[config.mk]
export PLATFORM = sky130hd
export DESIGN_NAME = lei_csr
export DESIGN_NICKNAME = d
export VERILOG_FILES = /design/src/design/lei_pkg.sv /design/src/design/lei_csr.sv
export SDC_FILE = /design/constraint.sdc
export NUM_CORES = 1
export LEC_CHECK = 0
export BUFFER_PORTS_ARGS = -buffer_cell sky130_fd_sc_hd__buf_2
export CAP_MARGIN = 20
export CORE_ASPECT_RATIO = 1.75
export CORE_MARGIN = 4
export CORE_UTILIZATION = 51
export CTS_BUF_LIST = sky130_fd_sc_hd__clkbuf_4 sky130_fd_sc_hd__clkbuf_8 sky130_fd_sc_hd__clkbuf_16
export DETAILED_ROUTE_END_ITERATION = 10
export GPL_TIMING_DRIVEN = 0
export PLACE_DENSITY = 0.85
export RECOVER_POWER = 100
export SLEW_MARGIN = 5
export SYNTH_ARGS = -nofsm -noshare
export SYNTH_HDL_FRONTEND = slang
export SYNTH_SLANG_ARGS = --single-unit
[constraint.sdc]
create_clock -name clock -period 1.7 [get_ports clock]
set_input_delay 0.34 -clock clock [delete_from_list [all_inputs] [get_ports clock]]
set_output_delay 0.34 -clock clock [all_outputs]
set_load 0.02 [all_outputs]
[src/design/lei_pkg.sv]
package lei_pkg;

   // fixed-point format and field widths
   localparam int FRAC_BITS = 24;
   localparam int COORD_W   = 32;
   localparam int COUNT_W   = 32;
   localparam int COEF_W    = 31;
   localparam int DT_W      = 24;
   localparam int PERIOD_W  = 16;
   localparam int SQ_W      = 41;

   // datapath widths
   localparam int DIFF_W  = COORD_W + 1;            // multiplier operand
   localparam int PA_W    = 2 * DIFF_W;             // coefficient / square product
   localparam int DELTA_W = PA_W - FRAC_BITS;       // derivative term
   localparam int PB_W    = DELTA_W + DT_W + 1;     // derivative times dt
   localparam int NEXT_W  = PB_W - FRAC_BITS + 1;   // coordinate before clipping
   localparam int ACC_W   = DELTA_W + 2;            // sum of three squares

   // configuration port
   localparam int CSR_IDX_W  = 3;
   localparam int CSR_DATA_W = 32;

   localparam logic [CSR_IDX_W-1:0] CSR_SIGMA  = 3'd0;
   localparam logic [CSR_IDX_W-1:0] CSR_RHO    = 3'd1;
   localparam logic [CSR_IDX_W-1:0] CSR_BETA   = 3'd2;
   localparam logic [CSR_IDX_W-1:0] CSR_DT     = 3'd3;
   localparam logic [CSR_IDX_W-1:0] CSR_START  = 3'd4;
   localparam logic [CSR_IDX_W-1:0] CSR_PERIOD = 3'd5;

   localparam logic [COEF_W-1:0]   SIGMA_RST  = 31'd167772160;
   localparam logic [COEF_W-1:0]   RHO_RST    = 31'd469762048;
   localparam logic [COEF_W-1:0]   BETA_RST   = 31'd44739243;
   localparam logic [DT_W-1:0]     DT_RST     = 24'd167772;
   localparam logic [COUNT_W-1:0]  START_RST  = 32'd1000;
   localparam logic [PERIOD_W-1:0] PERIOD_RST = 16'd100;

   // 1.0 in the coordinate format
   localparam logic signed [COORD_W-1:0] COORD_ONE = COORD_W'(1) <<< FRAC_BITS;

   // item kind on the request channel
   localparam logic FUNC_STEP = 1'b0;
   localparam logic FUNC_LOAD = 1'b1;

   typedef struct packed {
      logic [COEF_W-1:0]   sigma;
      logic [COEF_W-1:0]   rho;
      logic [COEF_W-1:0]   beta;
      logic [DT_W-1:0]     dt;
      logic [COUNT_W-1:0]  sample_start;
      logic [PERIOD_W-1:0] sample_period;
   } cfg_type;

   typedef enum logic [3:0] {
      ST_IDLE, ST_BZ, ST_SD, ST_XR, ST_DX, ST_DY, ST_COMMIT,
      ST_SQX, ST_SQY, ST_SQZ, ST_SQSUM, ST_MAX, ST_OUT
   } state_type;

   typedef enum logic [3:0] {
      OP_NONE, OP_LOAD, OP_XY, OP_BZ, OP_SD, OP_XR, OP_DX, OP_DY, OP_COMMIT,
      OP_SQX, OP_SQY, OP_SQZ, OP_SQSUM, OP_MAX
   } op_type;

   typedef struct packed {
      op_type op;
      logic   out_load;
   } cmd_type;

   typedef struct packed {
      logic sample_hit;
   } status_type;

   typedef struct packed {
      logic signed [COORD_W-1:0] value;
      logic                      clip;
   } sat_type;

   // clip to the signed coordinate range
   function automatic sat_type sat_coord(input logic signed [NEXT_W-1:0] v);
      sat_type                  r;
      logic [NEXT_W-COORD_W:0]  top;
      top = v[NEXT_W-1:COORD_W-1];
      if (top == '0 || top == '1) begin
         r.value = v[COORD_W-1:0];
         r.clip  = 1'b0;
      end else begin
         r.clip  = 1'b1;
         r.value = v[NEXT_W-1] ? {1'b1, {(COORD_W-1){1'b0}}}
                               : {1'b0, {(COORD_W-1){1'b1}}};
      end
      return r;
   endfunction

endpackage

[src/design/lei_csr.sv]
module lei_csr import lei_pkg::*; (
   input  logic                  clock,
   input  logic                  reset,
   input  logic                  csr_wr_en,
   input  logic [CSR_IDX_W-1:0]  csr_index,
   input  logic [CSR_DATA_W-1:0] csr_wdata,
   output cfg_type               cfg
);

   cfg_type cfg_ff, cfg_in;

   always_comb begin
      cfg_in = cfg_ff;
      if (csr_wr_en) begin
         case (csr_index)
            CSR_SIGMA:  cfg_in.sigma         = csr_wdata[COEF_W-1:0];
            CSR_RHO:    cfg_in.rho           = csr_wdata[COEF_W-1:0];
            CSR_BETA:   cfg_in.beta          = csr_wdata[COEF_W-1:0];
            CSR_DT:     cfg_in.dt            = csr_wdata[DT_W-1:0];
            CSR_START:  cfg_in.sample_start  = csr_wdata[COUNT_W-1:0];
            CSR_PERIOD: cfg_in.sample_period = csr_wdata[PERIOD_W-1:0];
            default:    cfg_in = cfg_ff;   // unmapped index, ignored
         endcase
      end
   end

   always_ff @(posedge clock) begin
      if (reset) begin
         cfg_ff.sigma         <= SIGMA_RST;
         cfg_ff.rho           <= RHO_RST;
         cfg_ff.beta          <= BETA_RST;
         cfg_ff.dt            <= DT_RST;
         cfg_ff.sample_start  <= START_RST;
         cfg_ff.sample_period <= PERIOD_RST;
      end else begin
         cfg_ff <= cfg_in;
      end
   end

   assign cfg = cfg_ff;

endmodule

---- Word level (Yosys, flattened, before mapping) ----
Cells that the tools add are included.
word-level totals
  flip-flop bits (word level) ............. 165
  bits in latches ......................... 0
  bits in writable memories ............... 0
  ROM bits ................................ 0
  input bits .............................. 38
  word-level logic and storage cells ...... 18
  memories ................................ 0
operators by class
  add/subtract/negate cells ............... 0
  multipliers ............................. 0
  divide/modulo/power cells ............... 0
  magnitude comparators ................... 0
  equal/unequal tests ..................... 5
  shift-type cells ........................ 0
  multiplexer cells ....................... 0
  bitwise logic cells ..................... 0
  reduce and logical (&&, ||, !) cells .... 7
operators with widths
  kind                                                                    count
  2-bit AND reduction                                                     6
  3-bit by 2-bit equality test with 1-bit output (second input constant)  2
  3-bit equality test (second input constant)                             2
  3-bit by 1-bit equality test with 1-bit output (second input constant)  1
  3-bit logical NOT                                                       1

---- Longest topological paths before layout ----
  depth in word-level cells ............... 2
  gate-level depth with buffers ........... 5

---- Least setup slack after synthesis ----
OpenSTA, ideal clock, no wires.
  kind .................................... input to register
  start point ............................. input csr_index[1]
  end point ............................... register cfg_ff (netlist bit cfg[146])
  data arrival time ....................... 1.388 ns
  required time ........................... 1.628 ns
  setup slack ............................. 0.241 ns
  cell stages on the path ................. 5
  path through ............................ clkbuf_1 > nor4b_1 > buf_2 > buf_6 > mux2i_1
on the way
  cells in the longest elaborated chain, start to end .. 2
RTL lines
  element                               line           text
  start, declared                       lei_csr.sv:5   input logic [CSR_IDX_W-1:0] csr_index,
  3-bit logical NOT                     lei_csr.sv:15  case (csr_index)
  2-bit AND reduction (no source line)  --
  end signal, assigned                  lei_csr.sv:36  cfg_ff <= cfg_in;
  end, declared                         lei_csr.sv:10  cfg_type cfg_ff, cfg_in;
Every way passes these cells.
A chain may end at the register's enable or synchronous reset.

---- Worst setup path after layout ----
  start point ............................. input csr_index[2]
  end point ............................... register cfg_ff (netlist bit cfg[162])
Same word-level chain as after synthesis.

==> metrics.txt <==
status=complete, no violations; 1st-iter DRT viols=127; gpl congestion=0.805; GRT Residual Overflow=0; Total Wirelength=18400 um; commonest non-fill, non-tap cell in the layout=clkbuf_1; Layout Skew=0 ns; Inserted Clock Buffers=17; worst relative slew slack=59.7%; Max Slew Vio Count=0; YS warnings=0; CP Class=input pin to register; Tmin final=1.63 ns; H-tree depth=4; vias=5085; Syn Inst Count=608; Die Wd=93.7 um; Final Net Count=866; Starting Density=52.4%; synth-to-layout area growth=25.0%; core area=12500 um^2; Worst-Margin Slew=0.604 ns; Peak VDD IR=0.684 mV; via-per-instance ratio=5.03; post-CTS setup buffer count=0; Max Clk Rate=614 MHz; routed len/inst=18.2 um; DRT antenna net count=0; met3 usage=5.66%; Worst EP arrival=1.92 ns; Total GRT Usage=25.1%; syn avg cell area=10.8 um^2; first-pass iteration count of the detailed router=4; Skew-Pair Late Insertion Delay=0.41 ns; Seq cells post-synth=165; row count=54; die height=158 um; DRC errors left=0; Worst EP required=1.99 ns; Pleak=3.63 nW; Period Utilization, post-route=95.8%; Post-Syn Area=6550 um^2; PortBufs=201; grt met1 use=27.8%; post-route cell area=8190 um^2; max reg flops=165; # setup viols final=0; maxcap violations=0; CP endpoint kind=register; first-pass GRT wire length=28200 um; startpoint types=input pin; cts repair resizes=0; count of clock tree sinks=165; Power, Total=8.97 mW; RSZ-0062 raised after global routing=no; most frequent cells in the layout=clkbuf_1, mux2i_1, dfxtp_1; Most Used Layer, Global Route=met2; fraction of layout cells with a size suffix above 1=9.99%; vias in the first global route=5211; hold crit path type=input pin to register; Post-CTS Hold Buffers=0; num ports=203; library cells used by synthesis=17; clock root buffer=clkbuf_16; setup TNS=0 ns; crit-path max FO=10; CTS tree=built; sequential fraction of the synthesis area=50.4%; clock-pin transition on the worst setup and hold timing paths=0.06 ns; PwrDens=1100 nW/um^2; placed wire-length estimate=13600 um; largest net degree at the start of global routing=17; CTS max path bufs=2; initial antenna violation count=1; area of the die=14800 um^2; Final Hold Vio Count=0; met2 usage in global routing=44.9%; syn nets=646; Placed Instance Area=7770 um^2
-- worst max-delay path: stages --
cell and delay (ns):
clkbuf_1 0.10, clkbuf_1 0.21, or4b_2 0.64, clkbuf_1 0.18, buf_2 0.27, mux2i_1 0.16
-- cell type report --
class | count | area (um^2)
diodes | 1 | 2.50
plain buffers | 48 | 226
clock buffers | 21 | 468
clock inverters | 11 | 198
fillers | 1088 | 4310
multi-input cells | 395 | 2980
flip-flops and latches | 165 | 3300
well taps | 168 | 210
repair buffers | 201 | 797
-- worst paths after layout --
check	startpoint	endpoint	slack [ns]	cells past startpoint
worst min register to register	cfg[140]$_SDFFE_PP0P_	cfg[140]$_SDFFE_PP0P_	0.47	2
worst max register to register	cfg[20]$_SDFFE_PP0P_	cfg[20]$_SDFFE_PP0P_	1.02	2
worst min-delay path	csr_wdata[31]	cfg[47]$_SDFFE_PP0P_	0.19	3
worst max-delay path	csr_index[2]	cfg[162]$_SDFFE_PP0P_	0.07	6
-- through the flow --
| step | worst slack (ns) | instances | hold WS (ns) | util, % |
|---|---|---|---|---|
| floorplan | 0.241 | 608 | 0.495 | - |
| global placement | -0.248 | 977 | 0.455 | 62.1 |
| detailed placement | -0.273 | 977 | 0.461 | 62.1 |
| CTS | 0.145 | 1009 | 0.181 | 67.5 |
| global route | 0.0215 | 1010 | 0.196 | 65.5 |
| finish | 0.0719 | 1010 | 0.189 | 65.5 |
-- Yosys cell counts --
library cell,number,share of area (%)
or4b_4,1,0.21
clkbuf_2,1,0.076
buf_12,1,0.31
nor4b_1,1,0.13
and4bb_2,1,0.19
nand2b_1,159,15
clkbuf_1,27,1.5
nor2_1,60,3.4
nand4bb_1,3,0.52
and4b_1,1,0.15
nor4bb_1,2,0.31
mux2i_1,165,25
nand4b_1,2,0.27
buf_6,4,0.69
dfxtp_1,165,50
buf_4,5,0.57
buf_2,10,0.76
-- kinds of logic after synthesis --
kind of cell	count (synthesis)	share of synthesized area [%]
simple gates	230	20.4
mux	165	25.2
flops	165	50.4
buf+inv	48	3.95
-- routing by layer --
layer	wire, um	part of all wire [%]
met1	7230	39
met2	9500	52
met4	681	3.7
met5	0	0
met3	972	5.3
-- power by group --
part           leakage (nW)  internal, mW  switching (mW)
clock network         0.325          2.73            1.56
registers              1.34          3.95          0.0492
logic                  1.96         0.245           0.430
(Power assumes the default switching activity.)
