--- config.mk ---
export PLATFORM = sky130hd
export DESIGN_NAME = lei_ctrl
export DESIGN_NICKNAME = d
export VERILOG_FILES = /design/src/design/lei_pkg.sv /design/src/design/lei_ctrl.sv
export SDC_FILE = /design/constraint.sdc
export NUM_CORES = 1
export LEC_CHECK = 0
export BUFFER_PORTS_ARGS = -buffer_cell sky130_fd_sc_hd__clkbuf_2
export CAP_MARGIN = 20
export CORE_AREA = 3 3 40 42
export CTS_CLUSTER_DIAMETER = 40
export CTS_CLUSTER_SIZE = 10
export DETAILED_ROUTE_END_ITERATION = 10
export DIE_AREA = 0 0 43 45
export HOLD_SLACK_MARGIN = 0.06
export SETUP_SLACK_MARGIN = 0.15
export SYNTH_ARGS = -nofsm -noshare
export SYNTH_HDL_FRONTEND = slang
export SYNTH_SLANG_ARGS = --single-unit
--- constraint.sdc ---
create_clock -name clock -period 1.3 [get_ports clock]
set_clock_uncertainty 0.2 [all_clocks]
set_input_delay 0.13 -clock clock [delete_from_list [all_inputs] [get_ports clock]]
set_output_delay 0.13 -clock clock [all_outputs]
set_load 0.03 [all_outputs]
--- src/design/lei_pkg.sv ---
package lei_pkg;

   // fixed-point format and field widths
   localparam int FRAC_BITS = 24;
   localparam int COORD_W   = 32;
   localparam int COUNT_W   = 32;
   localparam int COEF_W    = 31;
   localparam int DT_W      = 24;
   localparam int PERIOD_W  = 16;
   localparam int SQ_W      = 41;

   // datapath widths
   localparam int DIFF_W  = COORD_W + 1;            // multiplier operand
   localparam int PA_W    = 2 * DIFF_W;             // coefficient / square product
   localparam int DELTA_W = PA_W - FRAC_BITS;       // derivative term
   localparam int PB_W    = DELTA_W + DT_W + 1;     // derivative times dt
   localparam int NEXT_W  = PB_W - FRAC_BITS + 1;   // coordinate before clipping
   localparam int ACC_W   = DELTA_W + 2;            // sum of three squares

   // configuration port
   localparam int CSR_IDX_W  = 3;
   localparam int CSR_DATA_W = 32;

   localparam logic [CSR_IDX_W-1:0] CSR_SIGMA  = 3'd0;
   localparam logic [CSR_IDX_W-1:0] CSR_RHO    = 3'd1;
   localparam logic [CSR_IDX_W-1:0] CSR_BETA   = 3'd2;
   localparam logic [CSR_IDX_W-1:0] CSR_DT     = 3'd3;
   localparam logic [CSR_IDX_W-1:0] CSR_START  = 3'd4;
   localparam logic [CSR_IDX_W-1:0] CSR_PERIOD = 3'd5;

   localparam logic [COEF_W-1:0]   SIGMA_RST  = 31'd167772160;
   localparam logic [COEF_W-1:0]   RHO_RST    = 31'd469762048;
   localparam logic [COEF_W-1:0]   BETA_RST   = 31'd44739243;
   localparam logic [DT_W-1:0]     DT_RST     = 24'd167772;
   localparam logic [COUNT_W-1:0]  START_RST  = 32'd1000;
   localparam logic [PERIOD_W-1:0] PERIOD_RST = 16'd100;

   // 1.0 in the coordinate format
   localparam logic signed [COORD_W-1:0] COORD_ONE = COORD_W'(1) <<< FRAC_BITS;

   // item kind on the request channel
   localparam logic FUNC_STEP = 1'b0;
   localparam logic FUNC_LOAD = 1'b1;

   typedef struct packed {
      logic [COEF_W-1:0]   sigma;
      logic [COEF_W-1:0]   rho;
      logic [COEF_W-1:0]   beta;
      logic [DT_W-1:0]     dt;
      logic [COUNT_W-1:0]  sample_start;
      logic [PERIOD_W-1:0] sample_period;
   } cfg_type;

   typedef enum logic [3:0] {
      ST_IDLE, ST_BZ, ST_SD, ST_XR, ST_DX, ST_DY, ST_COMMIT,
      ST_SQX, ST_SQY, ST_SQZ, ST_SQSUM, ST_MAX, ST_OUT
   } state_type;

   typedef enum logic [3:0] {
      OP_NONE, OP_LOAD, OP_XY, OP_BZ, OP_SD, OP_XR, OP_DX, OP_DY, OP_COMMIT,
      OP_SQX, OP_SQY, OP_SQZ, OP_SQSUM, OP_MAX
   } op_type;

   typedef struct packed {
      op_type op;
      logic   out_load;
   } cmd_type;

   typedef struct packed {
      logic sample_hit;
   } status_type;

   typedef struct packed {
      logic signed [COORD_W-1:0] value;
      logic                      clip;
   } sat_type;

   // clip to the signed coordinate range
   function automatic sat_type sat_coord(input logic signed [NEXT_W-1:0] v);
      sat_type                  r;
      logic [NEXT_W-COORD_W:0]  top;
      top = v[NEXT_W-1:COORD_W-1];
      if (top == '0 || top == '1) begin
         r.value = v[COORD_W-1:0];
         r.clip  = 1'b0;
      end else begin
         r.clip  = 1'b1;
         r.value = v[NEXT_W-1] ? {1'b1, {(COORD_W-1){1'b0}}}
                               : {1'b0, {(COORD_W-1){1'b1}}};
      end
      return r;
   endfunction

endpackage

--- src/design/lei_ctrl.sv ---
module lei_ctrl import lei_pkg::*; (
   input  logic       clock,
   input  logic       reset,
   input  logic       req_tvalid,
   input  logic       req_func,
   output logic       req_tready,
   output logic       rsp_tvalid,
   input  logic       rsp_tready,
   input  status_type status,
   output cmd_type    cmd
);

   state_type state_ff, state_in;
   logic      rsp_tvalid_ff, rsp_tvalid_in;
   logic      out_free;

   assign out_free   = !rsp_tvalid_ff || rsp_tready;
   assign req_tready = (state_ff == ST_IDLE);
   assign rsp_tvalid = rsp_tvalid_ff;

   always_comb begin
      state_in     = state_ff;
      cmd.op       = OP_NONE;
      cmd.out_load = 1'b0;
      case (state_ff)
         ST_IDLE: begin
            if (req_tvalid) begin
               if (req_func == FUNC_LOAD) begin
                  cmd.op   = OP_LOAD;
                  state_in = ST_OUT;
               end else begin
                  cmd.op   = OP_XY;
                  state_in = ST_BZ;
               end
            end
         end
         ST_BZ: begin
            cmd.op   = OP_BZ;
            state_in = ST_SD;
         end
         ST_SD: begin
            cmd.op   = OP_SD;
            state_in = ST_XR;
         end
         ST_XR: begin
            cmd.op   = OP_XR;
            state_in = ST_DX;
         end
         ST_DX: begin
            cmd.op   = OP_DX;
            state_in = ST_DY;
         end
         ST_DY: begin
            cmd.op   = OP_DY;
            state_in = ST_COMMIT;
         end
         ST_COMMIT: begin
            cmd.op   = OP_COMMIT;
            state_in = status.sample_hit ? ST_SQX : ST_OUT;
         end
         ST_SQX: begin
            cmd.op   = OP_SQX;
            state_in = ST_SQY;
         end
         ST_SQY: begin
            cmd.op   = OP_SQY;
            state_in = ST_SQZ;
         end
         ST_SQZ: begin
            cmd.op   = OP_SQZ;
            state_in = ST_SQSUM;
         end
         ST_SQSUM: begin
            cmd.op   = OP_SQSUM;
            state_in = ST_MAX;
         end
         ST_MAX: begin
            cmd.op   = OP_MAX;
            state_in = ST_OUT;
         end
         ST_OUT: begin
            if (out_free) begin
               cmd.out_load = 1'b1;
               state_in     = ST_IDLE;
            end
         end
         default: state_in = ST_IDLE;
      endcase
   end

   always_comb begin
      rsp_tvalid_in = rsp_tvalid_ff;
      if (cmd.out_load) begin
         rsp_tvalid_in = 1'b1;
      end else if (rsp_tready) begin
         rsp_tvalid_in = 1'b0;
      end
   end

   always_ff @(posedge clock) begin
      if (reset) begin
         state_ff      <= ST_IDLE;
         rsp_tvalid_ff <= 1'b0;
      end else begin
         state_ff      <= state_in;
         rsp_tvalid_ff <= rsp_tvalid_in;
      end
   end

   a_out_slot_free: assert property (@(posedge clock) disable iff (reset)
      cmd.out_load |-> (!rsp_tvalid_ff || rsp_tready))
      else $error("result loaded over an untaken result");

   a_load_to_out: assert property (@(posedge clock) disable iff (reset)
      (req_tvalid && req_tready && req_func == FUNC_LOAD) |=> (state_ff == ST_OUT))
      else $error("load item did not go straight to output");

   a_step_to_bz: assert property (@(posedge clock) disable iff (reset)
      (req_tvalid && req_tready && req_func == FUNC_STEP) |=> (state_ff == ST_BZ))
      else $error("step item did not start the euler sequence");

endmodule

# Word level (Yosys, flattened, before mapping)
# Cells that the tools add are included.
dict set report totals {
  output_inout_bits 7
  regBits 5
  word_cells 33
  in_bits 6
}
dict set report classes {
  mux 12
  n_eq_ne 14
  reduce_logical 5
}
# cell count
set op_table {}
lappend op_table {{4-bit one-hot mux with 13 select lines} 1}
lappend op_table {{4-bit one-hot mux with 12 select lines} 1}
lappend op_table {{4-bit equality test, second input constant} 5}
lappend op_table {{4-bit by 3-bit equality test with 1-bit output, second input constant} 4}
lappend op_table {{4-bit 2-to-1 mux} 4}
lappend op_table {{4-bit by 2-bit equality test with 1-bit output, second input constant} 2}
lappend op_table {{4-bit by 1-bit equality test with 1-bit output, second input constant} 1}
lappend op_table {{4-bit logical NOT} 1}
lappend op_table {{1-bit 2-to-1 mux} 4}
lappend op_table {{2-bit 2-to-1 mux} 2}
lappend op_table {{2-bit != test, second input constant} 2}
lappend op_table {{2-bit AND reduction} 1}
lappend op_table {{2-bit nonzero test} 1}
lappend op_table {{1-bit logical NOT} 1}
lappend op_table {{1-bit logical OR} 1}

# Depth between registers and ports, before layout
dict set report logic_depth {
  word_depth 5
  ltp_mapped 4
  ltp_nobuf 3
}

# Worst setup path before layout
# Ideal clock, no wire load.
dict set report synth_path {
  path_type {register to register}
  startpoint {register state_ff[2]}
  endpoint {register state_ff[3]}
  arrival_time_ns 1.851
  setup_slack_ns -0.873
  setup_time_ns 0.122
  synth_period_minus_slack_ns 2.173
  stages_incl_launch_ff 4
  n_path_buf 0
  required_ns 0.978
  path_cell_list {dfxtp_1 nor4_1 a221o_1 o31ai_1}
}
dict set report synth_via {
  elab_chain_cells 3
  elab_cells_between_ends 17
  classes_between {eq/ne (14); mux (1); reduce/logical (2)}
}
# element line
set synth_lines {}
lappend synth_lines {{start, declared} lei_ctrl.sv:13} ;# state_type state_ff, state_in;
lappend synth_lines {{start signal, assigned} lei_ctrl.sv:105} ;# state_ff <= state_in;
lappend synth_lines {{4-bit logical NOT *} n/a}
lappend synth_lines {{named net req_tready} lei_ctrl.sv:6} ;# output logic req_tready,
lappend synth_lines {{2-bit != test (no source line)} n/a}
lappend synth_lines {{2-bit AND reduction (no source line)} n/a}
# The timed path passes the listed nets; every way through them passes the cells marked *.
# A chain may end at the register's enable or synchronous reset.

==> impl_metrics.json <==
{
  "max_slew.worst_pin.slew_ns": 0.3213,
  "grt_pass1_wl_um": 2007,
  "synthCells": 47,
  "rows": 13,
  "powerDensity_nw_per_um2": 3065,
  "avgSynthCellArea_um2": 8.279,
  "r2r_start": "state_ff[3]",
  "power.leakage_nw": 0.3364,
  "grt_max_degree": 9,
  "combPwrFrac": 0.761,
  "pre_cts_ws_ns": -0.2405,
  "die_area_um2": 1935,
  "cts-root-buf": "clkbuf_4",
  "clk_pin_slew_ns": 0.05,
  "finalHoldViolCount": 0,
  "synth_edf_count": 0,
  "holdBufCountCts": 1,
  "critPathArrivalTime_ns": 1.23,
  "drv_cap": 0,
  "crit_required_ns": 0.97,
  "grt_setup_unrepaired": "true",
  "synthTopCellsByArea": "dfxtp_1 26%, nand2b_1 6.4%, nor2b_1 4.8%",
  "fin_total_pwr_mw": 2.543,
  "fp.dieW_um": 43,
  "cp-start-kind": "register",
  "timing.final.max_slew_violations": 0,
  "synth_cell_types": 33,
  "grt_overflow": 0,
  "ant_nets": 0,
  "worstHoldStart": "rsp_tready",
  "finalSetupViolCount": 9,
  "antenna_found_initial": 0,
  "dp_hpwl_um": 834.1,
  "internal_power_mw": 1.433,
  "synth_fp_nets": 53,
  "yosys_warnings": 0,
  "initial_core_util": 0.3028,
  "whs_ns": 0.002541,
  "swShare": 0.4362,
  "holdPathStages": 3,
  "syn_area_um2": 389.1,
  "die_h_um": 45,
  "rr_worst_depth": 3,
  "fin_nets": 82,
  "cts_tree": "done",
  "drive_gt1_frac": 0.7600,
  "yosysSeqAreaShare": 0.2572,
  "wirelength_um": 1279,
  "hold_end": "rsp_tvalid",
  "io_buffers": 12,
  "peakVddDrop_uv": 1597,
  "crit_fanout": 8,
  "maxSlewHeadroom": 0.7839,
  "period_needed_ns": 1.557,
  "rr_endpoint": "state_ff[3]",
  "r2r_slack_ns": -0.17,
  "ys.flop_type": "dfxtp_1",
  "grt_pass1_vias": 448,
  "pin_count": 13,
  "drt_iter0_markers": 6,
  "core_um2": 1285,
  "cts_max_path_buffers": 2,
  "route.detailed.drc": 0,
  "first_pass_iters": 5,
  "fin_util": 0.6456,
  "dp.cells": 80,
  "htree_levels": 1,
  "grtUsageTotal": 0.1418,
  "area_growth_pct": 113.2,
  "critPathCaptureType": "output pin",
  "finalNonFillerCells": 90,
  "setup_slack_ns": -0.2573,
  "ys_seq_elements": 5,
  "seq_power_share": 0.166,
  "netSwitchingPower_mw": 1.109,
  "wl_per_cell_um": 14.21,
  "cts_sinks": 5,
  "gp_congestion": 0.7154,
  "diodes": 0,
  "numCtsBuffers": 3,
  "async_reset_ff_frac": 0,
  "period_share": 1.198,
  "crit_type": "register to output pin",
  "netlist.area_leader.share": 0.2572,
  "clkPwrFrac": 0.072,
  "clock.fmax_mhz": 642.1,
  "hold_path.class": "input pin to register",
  "yosysTopAreaCell": "dfxtp_1",
  "insertion_delay_ns": 0.25,
  "status": "finished with violations",
  "violations": "negative setup slack",
  "via_per_inst": 5.189,
  "vias": 467
}
[metrics by stage]
| step | TNS [ns] | cell area [um^2] |
|---|---|---|
| 6_report | -1.749 | 829.5 |
| 2_1_floorplan | -0.8833 | 483.0 |
| 5_1_grt | -2.222 | 829.5 |
| 3_3_place_gp | -1.206 | 598.1 |
| 3_5_place_dp | -1.547 | 598.1 |
| 4_1_cts | -1.741 | 773.2 |
[cell usage after synthesis (2+ instances only)]
cell / instances
inv_1: 3
buf_2: 2
o21ai_1: 2
nand2b_1: 4
dfxtp_1: 5
buf_4: 2
nor2b_1: 3
[state kept, by name, summed over array words and instances, names as in the netlist]
signal / cells
state_ff: 4
rsp_tvalid: 1
[layer usage]
layer	global-route usage	part of all wire	up-vias
met5	0	0	-
met4	0.05422	0.0047	0
met3	0.03586	0.033	2
met2	0.2156	0.52	9
met1	0.1937	0.44	225
li1	-	-	231
[logic make-up (layout without fill, tap and decap cells)]
kind of cell,after synthesis,count (layout),synth area share
buffers and inverters,9,37,0.1318
muxes,1,1,0.02572
and+or+nand+nor,17,17,0.2862
AOI/OAI and AO/OA,15,15,0.2991
DFF,5,5,0.2572
[worst max-delay path, cell delays in order, from the launching register on]
cell and delay, ns:
dfxtp_4 0.39, buf_6 0.14, a221oi_4 0.25, clkbuf_8 0.20
[cell type report]
type	instances	area, um^2
Clock buffer	4	26.28
Fill cell	100	455.4
Inverter	4	20.02
Tap cell	15	18.77
Timing Repair Buffer	29	265.3
Multi-Input combinational cell	33	384.1
Sequential cell	5	115.1
[how the worst max path moves through the flow]
stage | startpoint | end | cells after the start
after floorplan | state_ff[2] | state_ff[3] | 3
after global placement | state_ff[3] | state_ff[3] | 3
after detailed placement | state_ff[3] | state_ff[3] | 3
after CTS | state_ff[1] | req_tready | 3
after global routing | state_ff[2] | cmd[2] | 3
final | state_ff[3] | cmd[2] | 3
[power by group through the flow]
| stage | logic, mW | registers [mW] | clock network, mW |
|---|---|---|---|
| after CTS | 1.74 | 0.402 | 0.186 |
| after global routing | 2.05 | 0.438 | 0.194 |
| final | 1.94 | 0.423 | 0.184 |
| after global placement | 1.31 | 0.372 | 0 |
| after floorplan | 1.05 | 0.288 | 0 |
| after detailed placement | 1.32 | 0.379 | 0 |
[repair_timing]
action | in CTS | in global routing
hold endpoints to repair | 2 | 1
resized for setup | 27 | 16
setup buffers | 5 | 1
pin swaps | 5 | 5
setup endpoints to repair | 11 | 11
[cell usage in the layout, fill, tap and decap left out, types with 2 or more instances in the layout]
cell / count
buf_4: 10
buf_6: 7
clkbuf_2: 6
dfxtp_4: 4
nand2b_1: 3
o21ai_2: 3
clkbuf_4: 3
clkbuf_8: 3
inv_2: 2
buf_8: 2
Power figures use the tool's default switching activity.
